### src/hw/rtl/c8x_pkg.sv
// ----------------------------------------------------------------------------
// c8x_pkg
// Shared constants, opcode codes and types for the instruction execute core.
// ----------------------------------------------------------------------------
package c8x_pkg;

  localparam int ADDR_W              = 12;
  localparam int INSTR_W             = 16;
  localparam int GPR_W               = 8;
  localparam int GPR_N               = 16;
  localparam int GPR_AW              = $clog2(GPR_N);
  localparam int STACK_DEPTH_DEFAULT = 16;

  localparam logic [ADDR_W-1:0] PC_START = 12'h200;
  localparam logic [ADDR_W-1:0] PC_STEP  = 12'd2;

  // top nibble of the instruction word
  localparam logic [3:0] OP_SYS     = 4'h0;
  localparam logic [3:0] OP_JP      = 4'h1;
  localparam logic [3:0] OP_CALL    = 4'h2;
  localparam logic [3:0] OP_SE_IMM  = 4'h3;
  localparam logic [3:0] OP_SNE_IMM = 4'h4;
  localparam logic [3:0] OP_SE_REG  = 4'h5;
  localparam logic [3:0] OP_LD_IMM  = 4'h6;
  localparam logic [3:0] OP_ADD_IMM = 4'h7;
  localparam logic [3:0] OP_ALU     = 4'h8;

  // low nibble of register-register operations
  localparam logic [3:0] ALU_MOV = 4'h0;
  localparam logic [3:0] ALU_AND = 4'h2;
  localparam logic [3:0] ALU_XOR = 4'h3;
  localparam logic [3:0] SUB_NONE = 4'h0;

  localparam logic [INSTR_W-1:0] INSTR_CLS = 16'h00E0;
  localparam logic [INSTR_W-1:0] INSTR_RET = 16'h00EE;

  typedef struct packed {
    logic              en;
    logic [GPR_AW-1:0] addr;
    logic [GPR_W-1:0]  data;
  } gpr_wr_t;

endpackage

### src/hw/rtl/chip8_instruction_execute_top.sv
// ----------------------------------------------------------------------------
// chip8_instruction_execute_top
// Items pass a memory read stage, then an execute stage, before the result is
// valid. Throughput: one item per cycle while out_ready stays high; the register
// file and return store are read on accept and written back at execute, with write-through forwarding.
// Reset: pc loads 0x200, registers read as zero, stack level clears; no
// clearing pass is needed.
// ----------------------------------------------------------------------------
module chip8_instruction_execute_top
  import c8x_pkg::*;
#(
  parameter int STACK_DEPTH = STACK_DEPTH_DEFAULT
) (
  input  logic               clk,
  input  logic               rst,
  input  logic               cfg_valid,
  output logic               cfg_ready,
  input  logic [ADDR_W-1:0]  program_start,
  input  logic               in_valid,
  output logic               in_ready,
  input  logic [INSTR_W-1:0] instruction,
  output logic               out_valid,
  input  logic               out_ready,
  output logic [ADDR_W-1:0]  next_address,
  output logic               reg_write,
  output logic [GPR_AW-1:0]  reg_index,
  output logic [GPR_W-1:0]   reg_value,
  output logic               skipped,
  output logic               clear_display,
  output logic               unsupported,
  output logic               stack_fault
);

  localparam int AW = $clog2(STACK_DEPTH);
  localparam int LW = $clog2(STACK_DEPTH + 1);
  localparam logic [LW-1:0] LEVEL_FULL = LW'(STACK_DEPTH);

  logic              in_fire;
  logic              s1_adv;
  logic [LW-1:0]     level;
  logic              is_call;
  logic              is_ret;
  logic              lvl_full;
  logic              lvl_empty;
  logic [LW-1:0]     level_dec;

  logic              s1_valid;
  logic [INSTR_W-1:0] s1_instr;
  logic              s1_push;
  logic              s1_fault;
  logic [AW-1:0]     s1_addr;

  logic [GPR_W-1:0]  rx;
  logic [GPR_W-1:0]  ry;
  logic [ADDR_W-1:0] stk_rd_data;
  gpr_wr_t           gpr_wr;

  logic [ADDR_W-1:0] pc;
  logic [ADDR_W-1:0] pc_adv;
  logic [ADDR_W-1:0] pc_new;
  logic              ex_wr;
  logic [GPR_W-1:0]  ex_val;
  logic              ex_skip;
  logic              ex_cls;
  logic              ex_unsup;
  logic              ex_fault;
  logic [3:0]        op;
  logic [3:0]        sub;
  logic [GPR_W-1:0]  kk;

  assign cfg_ready = 1'b1;
  assign s1_adv    = s1_valid && (!out_valid || out_ready);
  assign in_ready  = !s1_valid || s1_adv;
  assign in_fire   = in_valid && in_ready;

  // decode stage: stack level tracks the item in flight
  assign is_call   = instruction[15:12] == OP_CALL;
  assign is_ret    = instruction == INSTR_RET;
  assign lvl_full  = level >= LEVEL_FULL;
  assign lvl_empty = level == '0;
  assign level_dec = level - LW'(1);

  always_ff @(posedge clk) begin
    if (rst) begin
      level    <= '0;
      s1_valid <= 1'b0;
    end else begin
      if (in_fire) begin
        s1_valid <= 1'b1;
        if (is_call && !lvl_full) begin
          level <= level + LW'(1);
        end else if (is_ret && !lvl_empty) begin
          level <= level_dec;
        end
      end else if (s1_adv) begin
        s1_valid <= 1'b0;
      end
    end
  end

  always_ff @(posedge clk) begin
    if (in_fire) begin
      s1_instr <= instruction;
      s1_push  <= is_call && !lvl_full;
      s1_fault <= (is_call && lvl_full) || (is_ret && lvl_empty);
      s1_addr  <= level[AW-1:0];
    end
  end

  c8x_regfile u_regfile (
    .clk       (clk),
    .rst       (rst),
    .rd_en     (in_fire),
    .rd_addr_x (instruction[11:8]),
    .rd_addr_y (instruction[7:4]),
    .rd_data_x (rx),
    .rd_data_y (ry),
    .wr        (gpr_wr)
  );

  c8x_stack #(
    .DEPTH (STACK_DEPTH),
    .AW    (AW)
  ) u_stack (
    .clk     (clk),
    .wr_en   (s1_adv && s1_push),
    .wr_addr (s1_addr),
    .wr_data (pc_adv),
    .rd_en   (in_fire),
    .rd_addr (level_dec[AW-1:0]),
    .rd_data (stk_rd_data)
  );

  // execute stage
  assign op  = s1_instr[15:12];
  assign sub = s1_instr[3:0];
  assign kk  = s1_instr[7:0];

  always_comb begin
    pc_adv   = pc + PC_STEP;
    pc_new   = pc_adv;
    ex_wr    = 1'b0;
    ex_val   = '0;
    ex_skip  = 1'b0;
    ex_cls   = 1'b0;
    ex_unsup = 1'b0;
    ex_fault = 1'b0;
    case (op)
      OP_SYS: begin
        if (s1_instr == INSTR_CLS) begin
          ex_cls = 1'b1;
        end else if (s1_instr == INSTR_RET) begin
          if (s1_fault) begin
            ex_fault = 1'b1;
          end else begin
            pc_new = stk_rd_data;
          end
        end else begin
          ex_unsup = 1'b1;
        end
      end
      OP_JP: begin
        pc_new = s1_instr[ADDR_W-1:0];
      end
      OP_CALL: begin
        if (s1_fault) begin
          ex_fault = 1'b1;
        end else begin
          pc_new = s1_instr[ADDR_W-1:0];
        end
      end
      OP_SE_IMM:  ex_skip = rx == kk;
      OP_SNE_IMM: ex_skip = rx != kk;
      OP_SE_REG: begin
        if (sub != SUB_NONE) begin
          ex_unsup = 1'b1;
        end else begin
          ex_skip = rx == ry;
        end
      end
      OP_LD_IMM: begin
        ex_wr  = 1'b1;
        ex_val = kk;
      end
      OP_ADD_IMM: begin
        ex_wr  = 1'b1;
        ex_val = rx + kk;
      end
      OP_ALU: begin
        case (sub)
          ALU_MOV: begin
            ex_wr  = 1'b1;
            ex_val = ry;
          end
          ALU_AND: begin
            ex_wr  = 1'b1;
            ex_val = rx & ry;
          end
          ALU_XOR: begin
            ex_wr  = 1'b1;
            ex_val = rx ^ ry;
          end
          default: ex_unsup = 1'b1;
        endcase
      end
      default: ex_unsup = 1'b1;
    endcase
    if (ex_skip) begin
      pc_new = pc_adv + PC_STEP;
    end
  end

  assign gpr_wr.en   = s1_adv && ex_wr;
  assign gpr_wr.addr = s1_instr[11:8];
  assign gpr_wr.data = ex_val;

  always_ff @(posedge clk) begin
    if (rst) begin
      pc        <= PC_START;
      out_valid <= 1'b0;
    end else begin
      if (cfg_valid && cfg_ready) begin
        pc <= program_start;
      end else if (s1_adv) begin
        pc <= pc_new;
      end
      if (s1_adv) begin
        out_valid <= 1'b1;
      end else if (out_ready) begin
        out_valid <= 1'b0;
      end
    end
  end

  always_ff @(posedge clk) begin
    if (s1_adv) begin
      next_address  <= pc_new;
      reg_write     <= ex_wr;
      reg_index     <= ex_wr ? s1_instr[11:8] : '0;
      reg_value     <= ex_val;
      skipped       <= ex_skip;
      clear_display <= ex_cls;
      unsupported   <= ex_unsup;
      stack_fault   <= ex_fault;
    end
  end

endmodule

### src/hw/rtl/c8x_regfile.sv
// ----------------------------------------------------------------------------
// c8x_regfile
// General register file: one write port, two registered read ports with
// write-through, per-entry valid bits so unwritten entries read as zero.
// ----------------------------------------------------------------------------
module c8x_regfile
  import c8x_pkg::*;
(
  input  logic              clk,
  input  logic              rst,
  input  logic              rd_en,
  input  logic [GPR_AW-1:0] rd_addr_x,
  input  logic [GPR_AW-1:0] rd_addr_y,
  output logic [GPR_W-1:0]  rd_data_x,
  output logic [GPR_W-1:0]  rd_data_y,
  input  gpr_wr_t           wr
);

  logic [GPR_W-1:0] mem [GPR_N];
  logic [GPR_N-1:0] vld;

  always_ff @(posedge clk) begin
    if (rst) begin
      vld <= '0;
    end else if (wr.en) begin
      vld[wr.addr] <= 1'b1;
    end
  end

  always_ff @(posedge clk) begin
    if (wr.en) begin
      mem[wr.addr] <= wr.data;
    end
  end

  always_ff @(posedge clk) begin
    if (rd_en) begin
      if (wr.en && wr.addr == rd_addr_x) begin
        rd_data_x <= wr.data;
      end else begin
        rd_data_x <= vld[rd_addr_x] ? mem[rd_addr_x] : '0;
      end
      if (wr.en && wr.addr == rd_addr_y) begin
        rd_data_y <= wr.data;
      end else begin
        rd_data_y <= vld[rd_addr_y] ? mem[rd_addr_y] : '0;
      end
    end
  end

endmodule

### src/hw/rtl/c8x_stack.sv
// ----------------------------------------------------------------------------
// c8x_stack
// Return address store: one write port, one registered read port with
// write-through so a return straight after a call sees the pushed address.
// ----------------------------------------------------------------------------
module c8x_stack
  import c8x_pkg::*;
#(
  parameter int DEPTH = STACK_DEPTH_DEFAULT,
  parameter int AW    = $clog2(DEPTH)
) (
  input  logic              clk,
  input  logic              wr_en,
  input  logic [AW-1:0]     wr_addr,
  input  logic [ADDR_W-1:0] wr_data,
  input  logic              rd_en,
  input  logic [AW-1:0]     rd_addr,
  output logic [ADDR_W-1:0] rd_data
);

  logic [ADDR_W-1:0] mem [DEPTH];

  always_ff @(posedge clk) begin
    if (wr_en) begin
      mem[wr_addr] <= wr_data;
    end
  end

  always_ff @(posedge clk) begin
    if (rd_en) begin
      rd_data <= (wr_en && wr_addr == rd_addr) ? wr_data : mem[rd_addr];
    end
  end

endmodule

### config.mk
export PLATFORM = sky130hd
export DESIGN_NAME = chip8_instruction_execute_top
export DESIGN_NICKNAME = d
export VERILOG_FILES = /design/src/hw/rtl/c8x_pkg.sv /design/src/hw/rtl/chip8_instruction_execute_top.sv /design/src/hw/rtl/c8x_regfile.sv /design/src/hw/rtl/c8x_stack.sv
export SDC_FILE = /design/constraint.sdc
export NUM_CORES = 1
export LEC_CHECK = 0
export BUFFER_PORTS_ARGS = -buffer_cell sky130_fd_sc_hd__buf_2
export CORE_AREA = 2 2 251 253
export CTS_BUF_LIST = sky130_fd_sc_hd__clkbuf_4
export DETAILED_ROUTE_END_ITERATION = 8
export DIE_AREA = 0 0 253 255
export SKIP_LAST_GASP = 1
export SYNTH_ARGS = -nofsm -noshare
export SYNTH_HDL_FRONTEND = slang
export SYNTH_HIERARCHICAL = 1
export SYNTH_SLANG_ARGS = --single-unit
### constraint.sdc
create_clock -name clk -period 5.05 [get_ports clk]
set_clock_uncertainty 0.2 [all_clocks]
set_input_delay 1.01 -clock clk [delete_from_list [all_inputs] [get_ports clk]]
set_output_delay 1.01 -clock clk [all_outputs]
set_load 0.01 [all_outputs]
==> impl_metrics.yaml, run 1 <==
clock_tree:
  ctsLongestPathBuffers: 3
  cts_hold_buf: 0
  cts_resized: 0
  cts_buffers: 111
  postCtsSetupBuffers: 0
  htree_levels: 3
  cts_tree: "built"
  clock_sinks: 434
  clkTransAtPathRegs_ns: 0.07
  clk_latency_ns: 0.85
  clockRootBuffer: "clkbuf_4"
placement:
  portBuffers: 63
  place.gp.congestion: 0.878
  place_hpwl_um: 34700
global_routing:
  grt.met2_usage_pct: 27.9
  grt_pass1_wl_um: 78900
  gr-total-overflow: 0
  grt_usage_pct: 16.5
  met3_usage_pct: 3.77
  grtUsageMet1_pct: 20.7
  busiest_layer: "met2"
  antenna_found_initial: 6
  grt_max_degree: 50
  grt_pass1_vias: 12672
worst_hold_path:
  min_path_type: "in -> reg"
power_and_ir_drop:
  finalPower_mw: 7.63
  p_per_area_mw_per_mm2: 333
  peakVddDrop_v: 0.000199
  total_leakage_power_nw: 8.16
yosys:
  synth_cells: 1297
  yosysWarnings: 6
  syn_area_per_cell_um2: 15.6
  syn_nets: 1350
  synth-seq-cells: 434
  synth_flop_cell: "edfxtp_1"
  ys_seq_area_share_pct: 62.7
  synthArstFlopShare_pct: 0
  synth_cell_types: 82
  synth_edf_count: 399
  syn_area_mm2: 0.0202
flow_run:
  drv_cap: 0
layout:
  syn2layout_area_growth_pct: 13.3
  layout_commonest_cell: "edfxtp_1"
  nNetsFinal: 1485
  mostFrequentLayoutCells: "399 x edfxtp_1, 172 x clkbuf_4, 120 x mux4_2, 114 x nor2_1, 63 x buf_2"
  drive_above_1_share_pct: 29.8
  fillCellCount: 5923
sta:
  finalHoldViolCount: 0
  timing.hold.ws_ns: 0.163
  fin_crit_sh_pct: 78.6
  rsz0062_at_grt: "false"
  max_clock_freq_mhz: 252
  slew_headroom_pct: 13.8
  setup_viol: 0
  tightest_slew_ns: 1.29
  fin_tns_setup_ns: 0
  slew_viol_final: 0
  period_minus_slack_ns: 3.97
worst_setup_path:
  critical_path.most_common_cell: "nand3_1"
  cp_slowest_cell: "nand3_1"
  cp_cell_sequence: "ha_1, a21o_1, a21oi_1, o21bai_1, a2111oi_0, or3_1, a211o_1, nand3_1, nand3_1, o31ai_1"
  worstPathMaxFanout: 19
  path_delay_family: "simple AND/OR/NAND/NOR gates"
  cp-end-kind: "register"
  critPathMaxStageDelay_ns: 0.73
  crit_required_ns: 5.41
  crit_buf_inv: 0
  arrival_ns: 4.33
  startpoint_type: "register"
  crit_type: "reg -> reg"
die:
  core_mm2: 0.0622
  dieArea_mm2: 0.0645
  dieWidth_um: 253
  start_util_pct: 32.5
  io_pins: 65
  fp.dieH_um: 255
  rows: 92
drt:
  drcViolationCount: 0
  drt-initial-drc-count: 1189
  viasPerCell: 5.40
  antenna_left: 0
  finalWirelength_um: 52400
  drt_first_pass_iters: 6
  route.vias.total: 12524
  routedWlPerCell_um: 22.6
status:
  status: "complete, no violations"
==> worst reg2reg max path, cell delays in order, from the launching register on <==
cell	delay, ns
edfxtp_1	0.70
ha_1	0.36
a21o_1	0.16
a21oi_1	0.24
o21bai_1	0.14
a2111oi_0	0.43
or3_1	0.20
a211o_1	0.09
nand3_1	0.73
nand3_1	0.30
o31ai_1	0.12
==> final timing paths <==
check                    start                endpoint  slack [ns]  depth (start not counted)
max                s1_instr[0]  u_regfile/rd_data_x[7]        1.08                         10
min            instruction[14]            s1_instr[14]        0.16                          1
max reg2reg        s1_instr[0]  u_regfile/rd_data_x[7]        1.08                         10
min reg2reg  u_regfile/vld[11]       u_regfile/vld[11]        0.29                          2
==> routing by layer <==
metal / vias to the layer above / wire length [um]
met4: 2 / 1400
met1: 6369 / 21100
met3: 105 / 3620
met5: - / 13
met2: 514 / 26200
li1: 5534 / -
==> cell type report <==
| cell class | count | area (um^2) | share of cell area [%] |
|---|---|---|---|
| flip-flops and latches | 434 | 12700 | 55.4 |
| multi-input cells | 746 | 7020 | 30.6 |
| clock buffers | 172 | 1290 | 5.64 |
| well taps | 799 | 1000 | 4.36 |
| repair buffers | 108 | 653 | 2.85 |
| clock inverters | 27 | 144 | 0.628 |
| inverters | 31 | 118 | 0.513 |
| diodes | 2 | 5.00 | 0.0218 |
==> through the flow <==
| stage | instance area [um^2] | utilization, % | cells | setup slack (ns) |
|---|---|---|---|---|
| final | 22900 | 36.9 | 2319 | 1.08 |
| after global routing | 22900 | 36.9 | 2319 | 0.856 |
| after CTS | 22900 | 36.8 | 2317 | 1.12 |
| after detailed placement | 21500 | 34.5 | 2118 | 1.17 |
| after global placement | 21500 | 34.5 | 2118 | 1.24 |
| after floorplan | 20200 | - | 1297 | 0.898 |
==> synthesized netlist by cell type (7+ instances only) <==
library cell    n  share of area (%)
a21o_1          7               0.26
a21oi_1        36               0.89
a22o_1         32                1.4
and2_1         11               0.34
and3_1         11               0.34
buf_1           8               0.15
buf_2          35               0.87
buf_4           7               0.26
clkbuf_1       27               0.50
dfxtp_1        35                3.5
edfxtp_1      399                 59
ha_1           19                1.2
inv_1          30               0.56
mux2_2         18                1.0
mux2i_1        55                2.7
mux4_2        120                 13
nand2_1        30               0.56
nand3_1        33               0.82
nand4_1        15               0.46
nor2_1        114                2.1
nor2b_1        13               0.40
nor3_1         25               0.62
o211ai_1        9               0.33
o21ai_0        29               0.72
o22ai_1         8               0.25
o31ai_1        18               0.67
or3_1           9               0.28
xnor2_1        13               0.56
xor2_1         18               0.78
==> state kept, by name, indices dropped and copies added, names as in the netlist, 5 cells and up <==
signal,count
u_regfile/vld,16
u_stack/rd_data,12
next_address,12
u_regfile/rd_data_y,8
pc,12
u_stack/mem,192
u_regfile/rd_data_x,8
level,5
u_regfile/mem,128
reg_value,8
s1_instr,16
==> logic make-up after synthesis <==
kind of cell	after synthesis	share of synthesized area, %
flip-flops	434	62.7
AND/OR/NAND/NOR	310	7.93
multiplexers	193	17.1
AO/OA/AOI/OAI	191	6.75
buffers and inverters	117	2.91
XOR/XNOR	31	1.34
adder cells (fa/ha/maj)	20	1.27
other	1	0.0185
==> power by group <==
| group | switching (mW) | total, mW | internal, mW |
|---|---|---|---|
| clock network | 1.40 | 2.99 | 1.59 |
| logic | 0.361 | 0.580 | 0.219 |
| registers | 0.0656 | 4.06 | 3.99 |
| total | 1.82 | 7.63 | 5.80 |
No activity file was read; power rests on OpenSTA's default activity.
==> run 2: changes to the inputs <==
==> constraint.sdc (replaced) <==
create_clock -name clk -period 3.3 [get_ports clk]
set_clock_uncertainty 0.2 [all_clocks]
set_input_delay 0.66 -clock clk [delete_from_list [all_inputs] [get_ports clk]]
set_output_delay 0.66 -clock clk [all_outputs]
set_load 0.01 [all_outputs]
==> run 2 against run 1 <==
Effect of this change: worst setup slack worse by 0.89 ns; first-iteration DRC count fell by 24%; register-to-register slack worse by 0.89 ns; hold slack lost 0.11 ns; die area stayed put; sequential cell count did not move; largest power group unchanged; total power increased by 55%; final cell count increased by 5.1%; maximum frequency is 28% higher.
==> impl_metrics.yaml, run 2 (synthesis gave the netlist of run 1 again) <==
status:
  status: "complete, no violations"
drt:
  antenna_left: 0
  drcViolationCount: 0
  viasPerCell: 5.29
  drt-initial-drc-count: 906
  drt_first_pass_iters: 5
  finalWirelength_um: 54500
  routedWlPerCell_um: 22.3
  route.vias.total: 12887
global_routing:
  grt_usage_pct: 16.9
  grt_pass1_vias: 13103
  grt_pass1_wl_um: 80600
  grt_max_degree: 51
  antenna_found_initial: 2
  gr-total-overflow: 0
clock_tree:
  cts_buffers: 114
  postCtsSetupBuffers: 0
  clockRootBuffer: "clkbuf_4"
  clk_latency_ns: 0.90
  htree_levels: 3
  cts_tree: "built"
  ctsLongestPathBuffers: 3
  clock_sinks: 434
  clkTransAtPathRegs_ns: 0.07
power_and_ir_drop:
  total_leakage_power_nw: 8.71
  peakVddDrop_v: 0.000241
  p_per_area_mw_per_mm2: 494
worst_setup_path:
  startpoint_type: "register"
  reg2reg_from: "s1_instr[3]"
  crit_start: "s1_instr[3]"
  worstPathMaxFanout: 7
  arrival_ns: 3.48
  cp-end-kind: "register"
  crit_type: "reg -> reg"
  crit_required_ns: 3.67
sta:
  max_clock_freq_mhz: 322
  setup_viol: 0
  finalHoldViolCount: 0
  slew_headroom_pct: 40.2
  fin_tns_setup_ns: 0
  fin_crit_sh_pct: 94.1
  tightest_slew_ns: 0.896
  rsz0062_at_grt: "false"
  slew_viol_final: 0
  setup_slack_ns: 0.194
  timing.hold.ws_ns: 0.0574
  period_minus_slack_ns: 3.11
die:
  start_util_pct: 32.5
  fp.dieH_um: 255
  dieArea_mm2: 0.0645
  dieWidth_um: 253
  rows: 92
  io_pins: 65
  core_mm2: 0.0622
flow_run:
  drv_cap: 0
layout:
  layout_commonest_cell: "edfxtp_1"
  drive_above_1_share_pct: 32.8
  final_cells: 2438
  final_area_mm2: 0.0239
  regMostFlops: "u_stack/mem"
  top_regs: "u_stack/mem: 192 flops, u_regfile/mem: 128 flops"
  fillCellCount: 5858
  syn2layout_area_growth_pct: 18.3
  nNetsFinal: 1592
  largest_register_ffs: 192
  mostFrequentLayoutCells: "399 x edfxtp_1, 165 x clkbuf_4, 120 x mux4_2, 114 x buf_4, 113 x nor2_1"
placement:
  dp_slack_ns: 0.0586
  portBuffers: 63
  dp_cells: 2195
  place_hpwl_um: 37200
  place.gp.congestion: 0.901
  place_area_mm2: 0.0222
worst_hold_path:
  min_path_type: "in -> reg"
  hp-start: "instruction[5]"
==> run 2: changes by cell type in the layout (fill, tap and decap cells not counted), moves of 2 or more <==
cell	previous run	this run
buf_12	0	8
buf_4	45	114
nor4_2	1	3
nor4_1	5	3
clkinv_2	6	11
dlygate4sd3_1	0	27
clkinv_1	19	32
clkbuf_4	172	165
nor3_2	6	10
clkinvlp_4	0	4
diode_2	2	4
nor3_1	21	17
==> run 2: critical path, stage by stage (launching register included) <==
cell and delay (ns):
edfxtp_1 0.41, buf_4 0.18, nor2_1 0.15, nand4b_1 0.14
or2_2 0.31, and2_1 0.23, nor2_2 0.16, buf_4 0.16
or3b_2 0.50, nor2_1 0.17, buf_4 0.18
==> run 2: final timing paths <==
| path | endpoint | slack (ns) | depth (start not counted) |
|---|---|---|---|
| worst min register to register | u_regfile/vld[12] | 0.29 | 2 |
| worst max register to register | u_regfile/mem[1][2] | 0.19 | 10 |
| worst min-delay path | s1_instr[5] | 0.06 | 1 |
| worst max-delay path | u_regfile/mem[1][2] | 0.19 | 10 |
==> run 2: where the power goes <==
part           leakage, nW  total [mW]  internal [mW]  switching [mW]
clock network        0.872        4.61           2.39            2.22
registers             4.10        6.16           6.10          0.0564
logic                 3.74        1.04          0.416           0.625
==> run 2: per-stage QoR <==
stage	total power, mW	utilization, %
6_report	11.8	38.5
5_1_grt	12.4	38.5
4_1_cts	12.0	38.4
3_5_place_dp	7.29	35.6
3_3_place_gp	7.27	35.6
2_1_floorplan	6.89	-
==> run 2: area by class of cell <==
class / count / area (um^2) / area share (%)
Inverter: 31 / 121 / 0.507
Sequential cell: 434 / 12700 / 53.0
Antenna cell: 4 / 10.0 / 0.0418
Multi-Input combinational cell: 746 / 7050 / 29.5
Tap cell: 799 / 1000 / 4.18
Timing Repair Buffer: 212 / 1600 / 6.69
Clock buffer: 165 / 1240 / 5.17
Clock inverter: 47 / 234 / 0.977
==> run 2: per-layer routing <==
metal	wire length, um	global-route usage, %	part of all wire [%]	vias up
li1	-	-	-	5774
met1	22300	20.9	41	6532
met2	26900	28.4	49	484
met3	3600	3.97	6.6	97
met4	1680	7.62	3.1	0
met5	0	0	0	-
==> run 2: timing repair <==
item | CTS | global route
hold endpoints to repair | 25 | 0
endpoints found under the setup margin | 0 | 37
hold buffers | 27 | 0
resized for setup | 0 | 7
==> run 3: changes to the inputs <==
--- a/config.mk
+++ b/config.mk
@@ -6,11 +6,14 @@
 export NUM_CORES = 1
 export LEC_CHECK = 0
 export BUFFER_PORTS_ARGS = -buffer_cell sky130_fd_sc_hd__buf_2
-export CORE_AREA = 2 2 251 253
+export CORE_AREA = 2 2 194 196
 export CTS_BUF_LIST = sky130_fd_sc_hd__clkbuf_4
 export DETAILED_ROUTE_END_ITERATION = 8
-export DIE_AREA = 0 0 253 255
+export DIE_AREA = 0 0 196 198
+export PLACE_DENSITY = 0.75
+export REMOVE_ABC_BUFFERS = 1
 export SKIP_LAST_GASP = 1
+export SLEW_MARGIN = 40
 export SYNTH_ARGS = -nofsm -noshare
 export SYNTH_HDL_FRONTEND = slang
 export SYNTH_HIERARCHICAL = 1
==> run 3 against run 2 <==
Effect of this change: combinational power fell by 4%; sequential power barely moved; highest routed layer unchanged; routed wire length fell by 9.2%; largest power group unchanged.
==> impl_metrics.yaml, run 3 (synthesis gave the netlist of run 1 again) <==
status:
  status: "complete, no violations"
drt:
  routedWlPerCell_um: 23.9
  drcViolationCount: 0
  finalWirelength_um: 49500
  viasPerCell: 6.25
  drt_first_pass_iters: 6
  drt-initial-drc-count: 1363
  antenna_left: 0
  route.vias.total: 12923
worst_setup_path:
  arrival_ns: 3.44
  crit_required_ns: 3.62
  crit_buf_inv: 1
  path_delay_family: "simple AND/OR/NAND/NOR gates"
  crit_start: "s1_instr[2]"
  reg2reg_from: "s1_instr[2]"
  critPathMaxStageDelay_ns: 0.43
  cp-end-kind: "register"
  crit_type: "reg -> reg"
  cp_slowest_cell: "and2_0"
  rrSetupSlack_ns: 0.18
  startpoint_type: "register"
  worstPathMaxFanout: 9
  cp_cell_sequence: "nor2_1, o21ai_0, or2_2, and2_1, nor2_1, buf_4, and2_1, and2_0, o31ai_1"
global_routing:
  grt.met2_usage_pct: 41.5
  antenna_found_initial: 3
  grt_pass1_vias: 13108
  grt_usage_pct: 26.2
  grtUsageMet1_pct: 35.3
  grt_max_degree: 51
  busiest_layer: "met2"
  gr-total-overflow: 0
  grt_pass1_wl_um: 75700
  met3_usage_pct: 6.81
sta:
  period_minus_slack_ns: 3.12
  fin_crit_sh_pct: 94.5
  setup_viol: 0
  rsz0062_at_grt: "false"
  fin_tns_setup_ns: 0
  slew_headroom_pct: 47.9
  tightest_slew_ns: 0.779
  finalHoldViolCount: 0
  slew_viol_final: 0
  max_clock_freq_mhz: 321
  timing.hold.ws_ns: 0.0775
layout:
  layout_commonest_cell: "edfxtp_1"
  nNetsFinal: 1569
  largest_register_ffs: 192
  syn2layout_area_growth_pct: 14.6
  mostFrequentLayoutCells: "399 x edfxtp_1, 148 x clkbuf_4, 120 x mux4_2, 113 x nor2_1, 109 x buf_4"
  final_area_mm2: 0.0232
  regMostFlops: "u_stack/mem"
  drive_above_1_share_pct: 31.2
  top_regs: "u_stack/mem: 192 flops, u_regfile/mem: 128 flops"
clock_tree:
  ctsLongestPathBuffers: 3
  htree_levels: 3
  clock_sinks: 434
  cts_buffers: 105
  clockRootBuffer: "clkbuf_4"
  cts_hold_buf: 22
  cts_resized: 0
  clkTransAtPathRegs_ns: 0.07
  cts_tree: "built"
  clk_latency_ns: 0.80
  postCtsSetupBuffers: 0
power_and_ir_drop:
  peakVddDrop_v: 0.000401
  total_leakage_power_nw: 8.52
  p_per_area_mw_per_mm2: 493
placement:
  place.gp.congestion: 0.926
  place_hpwl_um: 33400
  portBuffers: 63
  place_area_mm2: 0.0216
flow_run:
  drv_cap: 0
die:
  io_pins: 65
  dieArea_mm2: 0.0388
  core_mm2: 0.0370
  start_util_pct: 54.7
  rows: 71
  fp.dieH_um: 198
  dieWidth_um: 196
worst_hold_path:
  hp-start: "program_start[3]"
  min_path_type: "in -> reg"
run 3: cell type report:
type                            instances  area (um^2)
Inverter                               31          116
Clock buffer                          148         1110
Sequential cell                       434        12700
Multi-Input combinational cell        746         7020
Clock inverter                         34          191
Fill cell                            2648        13800
Tap cell                              474          593
Antenna cell                            4         10.0
Timing Repair Buffer                  198         1450
run 3: final timing paths:
kind                       endpoint  cells after the start
max reg2reg  u_regfile/rd_data_x[6]                      9
max          u_regfile/rd_data_x[6]                      9
min reg2reg       u_regfile/vld[15]                      2
min                           pc[3]                      4
run 3: routing by layer:
layer	up-vias	routed length (um)
met5	-	0
met4	0	1300
met3	112	4530
met2	638	23500
met1	6467	20100
li1	5706	-
run 3: stage by stage:
step	std cells	worst slack [ns]	util (%)	total power, mW
finish	2069	0.182	62.7	11.4
CTS	2065	0.262	62.7	11.5
floorplan	1211	-2.79	-	6.82
detailed placement	1861	0.293	58.6	7.24
global placement	1861	0.329	58.5	7.22
global route	2067	0.0103	62.7	11.9
run 3: worst min-delay path: stages:
cell     delay [ns]
buf_2          0.08
nand2_1        0.05
o21ai_0        0.16
a21o_1         0.09
run 3: where the power goes:
part / leakage [nW] / internal [mW] / switching [mW]
combinational: 3.65 / 0.399 / 0.595
sequential: 4.10 / 6.10 / 0.0596
clock: 0.769 / 2.21 / 2.06
total: 8.52 / 8.71 / 2.71
